==> src/hw/rtl/wrm_pkg.sv <==
// Package for the windowed RMS meter: field widths, register indexes and reset values.
// It has no dependencies. The interfaces and the top level import it.
`timescale 1ns / 1ps

package wrm_pkg;

  localparam int SAMPLE_W   = 12;
  localparam int OFFSET_W   = 12;
  localparam int GAIN_W     = 32;
  localparam int WLEN_W     = 11;
  localparam int RAW_W      = 20;
  localparam int SCALED_W   = 28;
  localparam int SUM_W      = 35;
  localparam int MAX_WINDOW = 1024;

  localparam int CFG_IDX_W  = 2;
  localparam int CFG_DATA_W = 32;

  localparam logic [CFG_IDX_W-1:0] CFG_ZERO_OFFSET   = 2'd0;
  localparam logic [CFG_IDX_W-1:0] CFG_GAIN          = 2'd1;
  localparam logic [CFG_IDX_W-1:0] CFG_WINDOW_LENGTH = 2'd2;

  localparam logic [OFFSET_W-1:0] ZERO_OFFSET_RST   = 12'd2048;
  localparam logic [GAIN_W-1:0]   GAIN_RST          = 32'h0100_0000;
  localparam logic [WLEN_W-1:0]   WINDOW_LENGTH_RST = 11'd100;

endpackage

==> src/hw/rtl/wrm_sample_if.sv <==
// Input channel of the windowed RMS meter: one raw ADC sample per item.
// Depends on wrm_pkg for the sample width.
`timescale 1ns / 1ps

interface wrm_sample_if;
  import wrm_pkg::*;

  logic                valid;
  logic                ready;
  logic [SAMPLE_W-1:0] sample;

  modport source (output valid, output sample, input ready);
  modport sink   (input valid, input sample, output ready);
endinterface

==> src/hw/rtl/wrm_result_if.sv <==
// Result channel of the windowed RMS meter: raw and scaled RMS per item.
// Depends on wrm_pkg for the field widths.
`timescale 1ns / 1ps

interface wrm_result_if;
  import wrm_pkg::*;

  logic                valid;
  logic                ready;
  logic [RAW_W-1:0]    rms_raw;
  logic [SCALED_W-1:0] rms_scaled;

  modport source (output valid, output rms_raw, output rms_scaled, input ready);
  modport sink   (input valid, input rms_raw, input rms_scaled, output ready);
endinterface

==> src/hw/rtl/windowed_rms_meter.sv <==
// Windowed RMS meter: squares centred ADC samples, then divides, roots and scales per window.
// Depends on wrm_pkg, wrm_sample_if and wrm_result_if.
//
// Usage:
// Samples enter on in_ch and results leave on out_ch, both valid/ready channels.
// Registers are written through cfg_we, cfg_index and cfg_data: zero offset (0),
// gain (1) and window length (2). Write them only while the block is idle.
// Each sample is squared by a shared shift-and-add multiplier that retires one
// multiplier bit a cycle. The block therefore takes a new sample only after the
// previous one has been squared and added to the window sum. On the last sample
// of a window, a restoring divider produces one quotient bit a cycle. An integer
// square root then produces one root bit a cycle, and the shared multiplier
// applies the gain. No sample is taken until the result has been registered.
// The result is held in an output register. The block takes new samples while
// the result waits. If the receiver stalls when the next window completes, the
// block holds its finished result and takes no samples until out_ch.ready is high.
// A synchronous reset (rst_n low) restores the default registers, empties the
// window and drops any pending result.
`timescale 1ns / 1ps

module windowed_rms_meter (
  input  logic                            clk,
  input  logic                            rst_n,
  wrm_sample_if.sink                      in_ch,
  wrm_result_if.source                    out_ch,
  input  logic                            cfg_we,
  input  logic [wrm_pkg::CFG_IDX_W-1:0]   cfg_index,
  input  logic [wrm_pkg::CFG_DATA_W-1:0]  cfg_data
);
  import wrm_pkg::*;

  localparam int WORK_W = 52;
  localparam int ROOT_W = 26;
  localparam int SREM_W = 28;
  localparam int CNT_W  = 6;

  typedef enum logic [2:0] {
    ST_IDLE, ST_SQR, ST_ACC, ST_DIV, ST_SQRT, ST_SCL, ST_FIN
  } state_t;

  state_t                state_r;
  logic [OFFSET_W-1:0]   zero_offset_r;
  logic [GAIN_W-1:0]     gain_r;
  logic [WLEN_W-1:0]     window_length_r;
  logic [SUM_W-1:0]      sum_r;
  logic [WLEN_W-1:0]     idx_r;
  logic [WLEN_W-1:0]     len_r;
  logic [WORK_W-1:0]     work_r;
  logic [WLEN_W-1:0]     div_rem_r;
  logic [SREM_W-1:0]     sq_rem_r;
  logic [ROOT_W-1:0]     root_r;
  logic [GAIN_W-1:0]     mul_a_r;
  logic [GAIN_W-1:0]     mul_hi_r;
  logic [RAW_W-1:0]      mul_lo_r;
  logic [CNT_W-1:0]      cnt_r;
  logic [RAW_W-1:0]      rms_r;
  logic                  out_valid_r;
  logic [RAW_W-1:0]      out_raw_r;
  logic [SCALED_W-1:0]   out_scaled_r;

  logic [SAMPLE_W-1:0]   mag_nxt;
  logic [WLEN_W-1:0]     eff_len_nxt;
  logic [GAIN_W:0]       mul_sum_nxt;
  logic [SUM_W-1:0]      sum_nxt;
  logic [WLEN_W-1:0]     idx_nxt;
  logic [WLEN_W:0]       div_sh_nxt;
  logic                  div_ge_nxt;
  logic [WLEN_W:0]       div_diff_nxt;
  logic [SREM_W-1:0]     sq_sh_nxt;
  logic [SREM_W-1:0]     sq_trial_nxt;
  logic                  sq_ge_nxt;
  logic [ROOT_W-1:0]     root_nxt;
  logic [RAW_W-1:0]      rms_nxt;
  logic                  in_fire;

  assign in_fire      = in_ch.valid && in_ch.ready;
  assign in_ch.ready  = rst_n && (state_r == ST_IDLE);
  assign out_ch.valid      = out_valid_r;
  assign out_ch.rms_raw    = out_raw_r;
  assign out_ch.rms_scaled = out_scaled_r;

  always_comb begin
    if (in_ch.sample >= zero_offset_r) begin
      mag_nxt = in_ch.sample - zero_offset_r;
    end else begin
      mag_nxt = zero_offset_r - in_ch.sample;
    end

    if (window_length_r == '0) begin
      eff_len_nxt = WLEN_W'(1);
    end else if (window_length_r > WLEN_W'(MAX_WINDOW)) begin
      eff_len_nxt = WLEN_W'(MAX_WINDOW);
    end else begin
      eff_len_nxt = window_length_r;
    end

    mul_sum_nxt = {1'b0, mul_hi_r} + (mul_lo_r[0] ? {1'b0, mul_a_r} : '0);
    sum_nxt     = sum_r + {11'b0, mul_hi_r[3:0], mul_lo_r};
    idx_nxt     = idx_r + WLEN_W'(1);

    div_sh_nxt   = {div_rem_r, work_r[WORK_W-1]};
    div_ge_nxt   = (div_sh_nxt >= {1'b0, len_r});
    div_diff_nxt = div_sh_nxt - {1'b0, len_r};

    sq_sh_nxt    = {sq_rem_r[SREM_W-3:0], work_r[WORK_W-1:WORK_W-2]};
    sq_trial_nxt = {root_r, 2'b01};
    sq_ge_nxt    = (sq_sh_nxt >= sq_trial_nxt);
    root_nxt     = {root_r[ROOT_W-2:0], sq_ge_nxt};
    if (root_nxt[ROOT_W-1:RAW_W] != '0) begin
      rms_nxt = '1;
    end else begin
      rms_nxt = root_nxt[RAW_W-1:0];
    end
  end

  always_ff @(posedge clk) begin
    if (!rst_n) begin
      state_r         <= ST_IDLE;
      zero_offset_r   <= ZERO_OFFSET_RST;
      gain_r          <= GAIN_RST;
      window_length_r <= WINDOW_LENGTH_RST;
      sum_r           <= '0;
      idx_r           <= '0;
      out_valid_r     <= 1'b0;
    end else begin
      if (cfg_we) begin
        unique case (cfg_index)
          CFG_ZERO_OFFSET:   zero_offset_r   <= cfg_data[OFFSET_W-1:0];
          CFG_GAIN:          gain_r          <= cfg_data[GAIN_W-1:0];
          CFG_WINDOW_LENGTH: window_length_r <= cfg_data[WLEN_W-1:0];
          default: ;
        endcase
      end

      if (out_valid_r && out_ch.ready && (state_r != ST_FIN)) begin
        out_valid_r <= 1'b0;
      end

      unique case (state_r)
        ST_IDLE: begin
          if (in_fire) begin
            mul_a_r  <= {{(GAIN_W-SAMPLE_W){1'b0}}, mag_nxt};
            mul_lo_r <= {{(RAW_W-SAMPLE_W){1'b0}}, mag_nxt};
            mul_hi_r <= '0;
            cnt_r    <= CNT_W'(RAW_W - 1);
            state_r  <= ST_SQR;
          end
        end
        ST_SQR, ST_SCL: begin
          mul_hi_r <= mul_sum_nxt[GAIN_W:1];
          mul_lo_r <= {mul_sum_nxt[0], mul_lo_r[RAW_W-1:1]};
          cnt_r    <= cnt_r - CNT_W'(1);
          if (cnt_r == '0) begin
            state_r <= (state_r == ST_SQR) ? ST_ACC : ST_FIN;
          end
        end
        ST_ACC: begin
          if (idx_nxt >= eff_len_nxt) begin
            work_r    <= {1'b0, sum_nxt, 16'b0};
            len_r     <= eff_len_nxt;
            div_rem_r <= '0;
            cnt_r     <= CNT_W'(WORK_W - 1);
            sum_r     <= '0;
            idx_r     <= '0;
            state_r   <= ST_DIV;
          end else begin
            sum_r   <= sum_nxt;
            idx_r   <= idx_nxt;
            state_r <= ST_IDLE;
          end
        end
        ST_DIV: begin
          div_rem_r <= div_ge_nxt ? div_diff_nxt[WLEN_W-1:0] : div_sh_nxt[WLEN_W-1:0];
          work_r    <= {work_r[WORK_W-2:0], div_ge_nxt};
          if (cnt_r == '0) begin
            sq_rem_r <= '0;
            root_r   <= '0;
            cnt_r    <= CNT_W'(ROOT_W - 1);
            state_r  <= ST_SQRT;
          end else begin
            cnt_r    <= cnt_r - CNT_W'(1);
          end
        end
        ST_SQRT: begin
          sq_rem_r <= sq_ge_nxt ? (sq_sh_nxt - sq_trial_nxt) : sq_sh_nxt;
          root_r   <= root_nxt;
          work_r   <= {work_r[WORK_W-3:0], 2'b00};
          if (cnt_r == '0) begin
            rms_r    <= rms_nxt;
            mul_a_r  <= gain_r;
            mul_lo_r <= rms_nxt;
            mul_hi_r <= '0;
            cnt_r    <= CNT_W'(RAW_W - 1);
            state_r  <= ST_SCL;
          end else begin
            cnt_r    <= cnt_r - CNT_W'(1);
          end
        end
        ST_FIN: begin
          if (!out_valid_r || out_ch.ready) begin
            out_valid_r  <= 1'b1;
            out_raw_r    <= rms_r;
            out_scaled_r <= mul_hi_r[GAIN_W-1:24-RAW_W];
            state_r      <= ST_IDLE;
          end
        end
        default: state_r <= ST_IDLE;
      endcase
    end
  end

  // A sample that is taken starts the squaring pass on the next cycle.
  a_sample_starts_square: assert property (@(posedge clk) disable iff (!rst_n)
    in_fire |=> state_r == ST_SQR)
    else $error("accepted sample did not start squaring");

  // The square of a sample never exceeds 24 bits.
  a_square_fits: assert property (@(posedge clk) disable iff (!rst_n)
    state_r == ST_ACC |-> mul_hi_r[GAIN_W-1:4] == '0)
    else $error("sample square overflowed");

  // The restoring divider keeps its remainder below a valid divisor.
  a_div_remainder: assert property (@(posedge clk) disable iff (!rst_n)
    state_r == ST_DIV |-> len_r != '0 && len_r <= WLEN_W'(MAX_WINDOW) && div_rem_r < len_r)
    else $error("divider remainder out of range");

  // The root remainder never exceeds twice the partial root.
  a_sqrt_remainder: assert property (@(posedge clk) disable iff (!rst_n)
    state_r == ST_SQRT |-> sq_rem_r <= {1'b0, root_r, 1'b0})
    else $error("square root remainder out of range");

endmodule
==> src/flat_wrapper.sv <==
// flat-port wrapper written by rule: the top's interface ports become plain ports
module windowed_rms_meter_flat import wrm_pkg::*;
  (clk, rst_n, cfg_we, cfg_index, cfg_data, in_ch_valid, in_ch_sample, in_ch_ready, out_ch_valid, out_ch_rms_raw, out_ch_rms_scaled, out_ch_ready);
  wrm_sample_if in_ch_i ();
  wrm_result_if out_ch_i ();
  input  logic clk;
  input  logic rst_n;
  input  logic cfg_we;
  input  logic [wrm_pkg::CFG_IDX_W-1:0] cfg_index;
  input  logic [wrm_pkg::CFG_DATA_W-1:0] cfg_data;
  input wire logic [$bits(in_ch_i.valid)-1:0] in_ch_valid;
  input wire logic [$bits(in_ch_i.sample)-1:0] in_ch_sample;
  output wire logic [$bits(in_ch_i.ready)-1:0] in_ch_ready;
  output wire logic [$bits(out_ch_i.valid)-1:0] out_ch_valid;
  output wire logic [$bits(out_ch_i.rms_raw)-1:0] out_ch_rms_raw;
  output wire logic [$bits(out_ch_i.rms_scaled)-1:0] out_ch_rms_scaled;
  input wire logic [$bits(out_ch_i.ready)-1:0] out_ch_ready;
  assign in_ch_i.valid = in_ch_valid;
  assign in_ch_i.sample = in_ch_sample;
  assign in_ch_ready = in_ch_i.ready;
  assign out_ch_valid = out_ch_i.valid;
  assign out_ch_rms_raw = out_ch_i.rms_raw;
  assign out_ch_rms_scaled = out_ch_i.rms_scaled;
  assign out_ch_i.ready = out_ch_ready;
  windowed_rms_meter u_core (.clk(clk), .rst_n(rst_n), .in_ch(in_ch_i), .out_ch(out_ch_i), .cfg_we(cfg_we), .cfg_index(cfg_index), .cfg_data(cfg_data));
endmodule
==> config.mk <==
export PLATFORM = sky130hd
export DESIGN_NAME = windowed_rms_meter_flat
export DESIGN_NICKNAME = d
export VERILOG_FILES = /design/src/hw/rtl/wrm_pkg.sv /design/src/hw/rtl/wrm_sample_if.sv /design/src/hw/rtl/wrm_result_if.sv /design/src/hw/rtl/windowed_rms_meter.sv /design/src/flat_wrapper.sv
export SDC_FILE = /design/constraint.sdc
export NUM_CORES = 1
export LEC_CHECK = 0
export ABC_AREA = 1
export BUFFER_PORTS_ARGS = -buffer_cell sky130_fd_sc_hd__buf_2
export CORE_ASPECT_RATIO = 1.75
export CORE_MARGIN = 4
export CORE_UTILIZATION = 30
export DETAILED_ROUTE_END_ITERATION = 8
export SYNTH_ARGS = -nofsm -noshare
export SYNTH_HDL_FRONTEND = slang
export SYNTH_SLANG_ARGS = --single-unit
==> constraint.sdc <==
create_clock -name clk -period 10.6 [get_ports clk]
set_input_delay 2.12 -clock clk [delete_from_list [all_inputs] [get_ports clk]]
set_output_delay 2.12 -clock clk [all_outputs]
set_load 0.05 [all_outputs]
==> impl_metrics.json, run 1 <==
{
  "drv_slew": 0,
  "register_area_um2": 10630,
  "fin_nets": 3057,
  "ant_nets": 0,
  "synth.mux.area_fraction": 0,
  "antenna_found_initial": 1,
  "cts_tree": "done",
  "ys_seq_area_frac": 0.4695,
  "globalplace.congestion": 0.9278,
  "worstSetupPathType": "primary input to output pin",
  "std_cell_rows": 133,
  "p_leak_nw": 10.85,
  "regToRegStartpoint": "u_core.idx_r[2]$_SDFFE_PN0P_",
  "p_int_mw": 3.015,
  "fp.dieW_um": 215.7,
  "die_y_um": 371.4,
  "maxSlewHeadroom": 0.2199,
  "wire_per_inst_um": 16.81,
  "syn_inst": 2790,
  "synth_area_per_cell_um2": 8.115,
  "routed_wl_um": 65860,
  "cellPowerDensity_nw_per_um2": 180.6,
  "overflow": 0,
  "core_um2": 75050,
  "cp.required_ns": 8.48,
  "period_minus_slack_ns": 5.060,
  "synth_top_family_by_area": "simple AND/OR/NAND/NOR gates",
  "final_layout_size_suffix_gt1_frac": 0.07645,
  "clkPwrFrac": 0.314,
  "power_frac_seq": 0.421,
  "post-cts-setup-buffers": 0,
  "grt_max_degree": 61,
  "cp.arrival_ns": 2.94,
  "first_pass_iters": 5,
  "combPwrFrac": 0.266,
  "ir_drop_v": 0.0001770,
  "areaGrowthSynthToFinish_pct": 13.00,
  "path_clk_slew_ns": 0.06,
  "rsz0062_at_grt": "no",
  "p_sw_frac": 0.3477,
  "crit_path_start_kind": "primary input",
  "synth_xor_area_frac": 0.02863,
  "cts_resized": 0,
  "place_hpwl_um": 49220,
  "clock_path_buffers": 3,
  "final-hold-violation-count": 0,
  "yosysWarnings": 0,
  "hold_depth": 0,
  "synth_compound_area_frac": 0.1271,
  "p_switching_mw": 1.607,
  "cts_buffers": 42,
  "fin_crit_sh": 0.4773,
  "final_util": 0.3409,
  "num_vias": 18785,
  "finalSetupTns_ns": 0,
  "synth_edf_count": 284,
  "worstMarginPinSlew_ns": 1.170,
  "drv_cap": 0,
  "synthSimpleGateAreaFrac": 0.2222,
  "grt_use_total": 0.1618,
  "n_fill_cell": 7950,
  "clock-root-buffer": "clkbuf_16",
  "synth_seq_cells": 389,
  "synthArstFlopShare": 0,
  "setup_viol": 0,
  "r2r_cells": 16,
  "hp-class": "register to register",
  "port_buffers": 100,
  "fin_worst_skew_ns": 0.03166,
  "grt_pass1_vias": 18982,
  "htreeDepth": 2,
  "dieArea_um2": 80100,
  "grt_first_pass_wirelength_um": 103300,
  "multi_input_area_um2": 10360,
  "r2r-end": "u_core.div_rem_r[1]$_SDFFCE_PN0P_",
  "fmax_mhz": 197.6,
  "hold_buffers": 0,
  "cp_max_fo": 2,
  "r2r_setup_slack_ns": 6.46,
  "viasPerCell": 4.796,
  "io-pin-count": 101,
  "synth_nets": 2977,
  "hold_start": "u_core.rms_r[12]$_DFFE_PP_",
  "hold_end": "u_core.out_ch.rms_raw[12]$_DFFE_PP_",
  "syn_area_um2": 22640,
  "synth_fa_ha_area_frac": 0.07682,
  "end_kind": "output pin",
  "crit_start": "rst_n",
  "clock-sinks": 389,
  "synth_ff_type": "edfxtp_1",
  "start_util": 0.3017,
  "status": "finished clean",
  "drc": 0,
  "yosys.cell_types.count": 51,
  "clk_latency_ns": 0.60,
  "drt-initial-drc-count": 944
}
-- how the worst max path moves through the flow --
stage	endpoint	depth (start not counted)	slack [ns]
detailed placement	in_ch_ready	4	5.58
floorplan	u_core.mul_hi_r[0]$_SDFFCE_PP0P_	3	4.09
global placement	in_ch_ready	4	5.58
global route	in_ch_ready	4	5.54
CTS	in_ch_ready	4	5.57
finish	in_ch_ready	4	5.54
-- stage by stage --
stage | cells | hold slack [ns] | instance area (µm²) | setup WS [ns] | power [mW]
after global placement | 3838 | 0.4009 | 24240 | 5.580 | 3.189
final | 3917 | 0.3961 | 25580 | 5.540 | 4.622
after global routing | 3916 | 0.3952 | 25580 | 5.540 | 4.887
after detailed placement | 3838 | 0.4045 | 24240 | 5.576 | 3.201
after CTS | 3916 | 0.3848 | 25580 | 5.571 | 4.667
after floorplan | 2790 | 0.4003 | 22640 | 4.087 | 2.815
-- power groups by stage --
stage	Sequential (mW)	Combinational (mW)	Clock [mW]
finish	1.94	1.23	1.45
global route	1.95	1.38	1.55
CTS	1.94	1.23	1.49
detailed placement	1.98	1.23	0
global placement	1.97	1.22	0
floorplan	1.94	0.879	0
-- cell families (layout without fill, tap and decap cells) --
kind of cell             Yosys count  after routing
XOR/XNOR                          74             74
AO/OA/AOI/OAI                    519            519
buffers and inverters            438            552
AND/OR/NAND/NOR                 1234           1234
other                              0              1
flip-flops                       389            389
adder cells (fa/ha/maj)          136            136
-- worst max-delay path, stage by stage --
cell and delay (ns):
buf_2 0.20, inv_2 0.07, nor2_1 0.23, buf_2 0.32
-- cell type report --
class	count	area share
antenna	1	0.00009781
clock buffer	55	0.04455
clock inverter	23	0.007825
inverter	352	0.05169
multi-input combinational	1963	0.4048
sequential	389	0.4155
tap	1012	0.04949
timing repair buffer	122	0.02602
-- cell usage in the layout (no fill, tap or decap), types with 23 or more instances in the layout --
master / instances
nor3_1: 24
xor2_1: 52
dfxtp_1: 105
nand2_1: 685
edfxtp_1: 284
a21oi_1: 243
inv_1: 344
ha_1: 131
nand3_1: 122
o21ai_0: 162
buf_2: 100
nor2_1: 328
nand4_1: 23
clkbuf_16: 42
-- sequential cells by signal (all words and copies together) (netlist names), 3 cells and up --
register                  count
u_core.state_r                3
u_core.work_r                52
u_core.len_r                 11
u_core.idx_r                 11
u_core.mul_hi_r              32
u_core.mul_lo_r              20
u_core.gain_r                32
u_core.div_rem_r             11
u_core.sum_r                 35
u_core.window_length_r       11
u_core.cnt_r                  6
u_core.mul_a_r               32
u_core.zero_offset_r         12
u_core.root_r                26
u_core.rms_r                 20
u_core.sq_rem_r              26
u_core.out_ch.rms_scaled     28
u_core.out_ch.rms_raw        20
-- synth_stat cells, types with 14 or more instances --
cell type / count / share of area
clkbuf_1: 44 / 0.0073
o221ai_1: 16 / 0.0062
buf_2: 22 / 0.0049
o22ai_1: 14 / 0.0039
nor2_1: 330 / 0.055
dfxtp_1: 105 / 0.093
nand2_1: 685 / 0.11
ha_1: 131 / 0.072
nor3_1: 27 / 0.0060
xnor2_1: 22 / 0.0085
o21ai_0: 162 / 0.036
nand4_1: 23 / 0.0064
xor2_1: 52 / 0.020
edfxtp_1: 284 / 0.38
a21oi_1: 245 / 0.054
inv_1: 344 / 0.057
nand3_1: 123 / 0.027
-- metal layers --
metal / up-vias / routed length, µm / GRT usage / part of all wire
li1: 9456 / - / - / -
met1: 8753 / 25490 / 0.1785 / 0.39
met2: 436 / 34200 / 0.3047 / 0.52
met3: 140 / 2901 / 0.02224 / 0.044
met4: 0 / 3268 / 0.07475 / 0.050
met5: - / 0 / 0 / 0
Power figures use the tool's default switching activity.
==> run 2, diff against run 1 <==
==> constraint.sdc (replaced) <==
create_clock -name clk -period 4.51 [get_ports clk]
set_input_delay 0.902 -clock clk [delete_from_list [all_inputs] [get_ports clk]]
set_output_delay 0.902 -clock clk [all_outputs]
set_load 0.05 [all_outputs]
==> run 2 against run 1 <==
Clock power is 140% higher. Critical path depth is 12 higher. Combinational power is 140% higher. Core utilization is 0.077 points higher. Largest cell class unchanged. Sequential power is 140% higher. Global-route usage is 0.096 points higher. Critical path type is now register to register. Cell count hardly changed. Clock skew is 0.0058 ns higher. Non-clock buffer count is 3 higher.
==> impl_metrics.json, run 2 (synthesized netlist as in run 1, its figures left out) <==
{
  "drc": 0,
  "fin_hold_ws_ns": 0.4116,
  "layout_commonest_cell": "nand2_1",
  "globalplace.congestion": 0.9040,
  "htreeDepth": 2,
  "drt-initial-drc-count": 1125,
  "final_cell_mix": "nand2_1, inv_1, nor2_1, edfxtp_1, a21oi_1",
  "largest_register_ffs": 52,
  "fin_crit_sh": 0.7891,
  "core_um2": 75050,
  "cts_buffers": 40,
  "clkPwrFrac": 0.316,
  "post-cts-setup-buffers": 0,
  "period_minus_slack_ns": 3.559,
  "clock-sinks": 389,
  "path_clk_slew_ns": 0.07,
  "port_buffers": 100,
  "p_int_mw": 7.141,
  "clock-root-buffer": "clkbuf_16",
  "place_inst": 3841,
  "final-hold-violation-count": 0,
  "io-pin-count": 101,
  "crit_start": "u_core.idx_r[2]$_SDFFE_PN0P_",
  "cp.required_ns": 4.72,
  "place_area_um2": 24300,
  "p_leak_nw": 10.87,
  "ant_nets": 0,
  "reg_top3": "u_core.work_r x52, u_core.sum_r x35",
  "fin_nets": 3058,
  "cellPowerDensity_nw_per_um2": 426.7,
  "routed_wl_um": 66250,
  "p_switching_mw": 3.800,
  "viasPerCell": 4.840,
  "hp-class": "register to register",
  "combPwrFrac": 0.267,
  "setup_viol": 0,
  "grt_max_degree": 58,
  "regToRegStartpoint": "u_core.idx_r[2]$_SDFFE_PN0P_",
  "cp_max_fo": 52,
  "cts_tree": "done",
  "pre_cts_slack_ns": 0.9406,
  "stdcell_count": 3916,
  "clk_latency_ns": 0.60,
  "fin_ws_ns": 0.9510,
  "cp.arrival_ns": 3.77,
  "maxSlewHeadroom": 0.3888,
  "drv_cap": 0,
  "power_frac_seq": 0.417,
  "fmax_mhz": 281.0,
  "die_y_um": 371.4,
  "areaGrowthSynthToFinish_pct": 13.26,
  "finalSetupTns_ns": 0,
  "final_util": 0.3417,
  "grt_use_total": 0.1627,
  "worstMarginPinSlew_ns": 0.9113,
  "first_pass_iters": 5,
  "crit_path_start_kind": "register",
  "rsz0062_at_grt": "no",
  "dieArea_um2": 80100,
  "grt_first_pass_wirelength_um": 103900,
  "start_util": 0.3017,
  "std_cell_rows": 133,
  "r2r_cells": 16,
  "final_cell_area_um2": 25640,
  "worstSetupPathType": "register to register",
  "end_kind": "register",
  "clock_path_buffers": 3,
  "p_sw_frac": 0.3473,
  "r2r-end": "u_core.work_r[20]$_DFFE_PP_",
  "place_hpwl_um": 50740,
  "crit_end": "u_core.work_r[20]$_DFFE_PP_",
  "fin_worst_skew_ns": 0.03749,
  "ir_drop_v": 0.0002592,
  "status": "finished clean",
  "fp.dieW_um": 215.7,
  "drv_slew": 0,
  "overflow": 0,
  "antenna_found_initial": 2,
  "wire_per_inst_um": 16.92,
  "top_register": "u_core.work_r",
  "num_vias": 18954,
  "hold_buffers": 0,
  "total_power_mw": 10.94,
  "grt_pass1_vias": 19215,
  "final_layout_size_suffix_gt1_frac": 0.07819,
  "r2r_setup_slack_ns": 0.95,
  "cts_resized": 0
}
==> run 2: critical path: stages (launching register included) <==
cell and delay, ns:
dfxtp_1 0.39, inv_1 0.09, nor4_1 0.54, nand3_1 0.19
xnor2_1 0.19, ha_1 0.29, nand2_1 0.09, nor2_1 0.15
nand3_1 0.10, nand4_1 0.08, nor2_1 0.05, inv_1 0.10
nor2_4 0.05, inv_1 0.08, nand2_1 0.09, a21oi_4 0.12
buf_4 0.56
==> run 2: final cells by class <==
class                      count  area (µm²)
clock buffer                  50        1080
fill                        7909       49410
sequential                   389       10630
timing repair buffer         125       713.2
inverter                     352        1323
tap                         1012        1266
multi-input combinational   1963       10370
clock inverter                24       257.7
antenna                        1       2.502
==> run 2: how the worst min path moves through the flow <==
stage	slack [ns]	end	cells past startpoint	from
after floorplan	0.40	u_core.out_ch.rms_raw[0]$_DFFE_PP_	0	u_core.rms_r[0]$_DFFE_PP_
after global placement	0.40	u_core.out_ch.rms_raw[5]$_DFFE_PP_	0	u_core.rms_r[5]$_DFFE_PP_
after detailed placement	0.40	u_core.out_ch.rms_raw[7]$_DFFE_PP_	0	u_core.rms_r[7]$_DFFE_PP_
after CTS	0.41	u_core.out_ch.rms_raw[7]$_DFFE_PP_	0	u_core.rms_r[7]$_DFFE_PP_
after global routing	0.42	u_core.out_ch.rms_raw[6]$_DFFE_PP_	0	u_core.rms_r[6]$_DFFE_PP_
final	0.41	u_core.out_ch.rms_raw[7]$_DFFE_PP_	0	u_core.rms_r[7]$_DFFE_PP_
==> run 2: metal layers <==
layer	wire length (µm)	part of all wire	vias up	track usage
met4	3561	0.054	0	0.08231
met2	34430	0.52	437	0.3109
met1	25600	0.39	8933	0.1753
li1	-	-	9441	-
met5	0	0	-	0
met3	2662	0.040	143	0.01864
==> run 2: power groups by stage <==
stage / Combinational (mW) / Sequential (mW) / Clock [mW]
floorplan: 2.07 / 4.54 / 0
global placement: 2.89 / 4.64 / 0
detailed placement: 2.91 / 4.64 / 0
CTS: 2.92 / 4.57 / 3.54
global route: 3.27 / 4.59 / 3.67
finish: 2.92 / 4.57 / 3.45
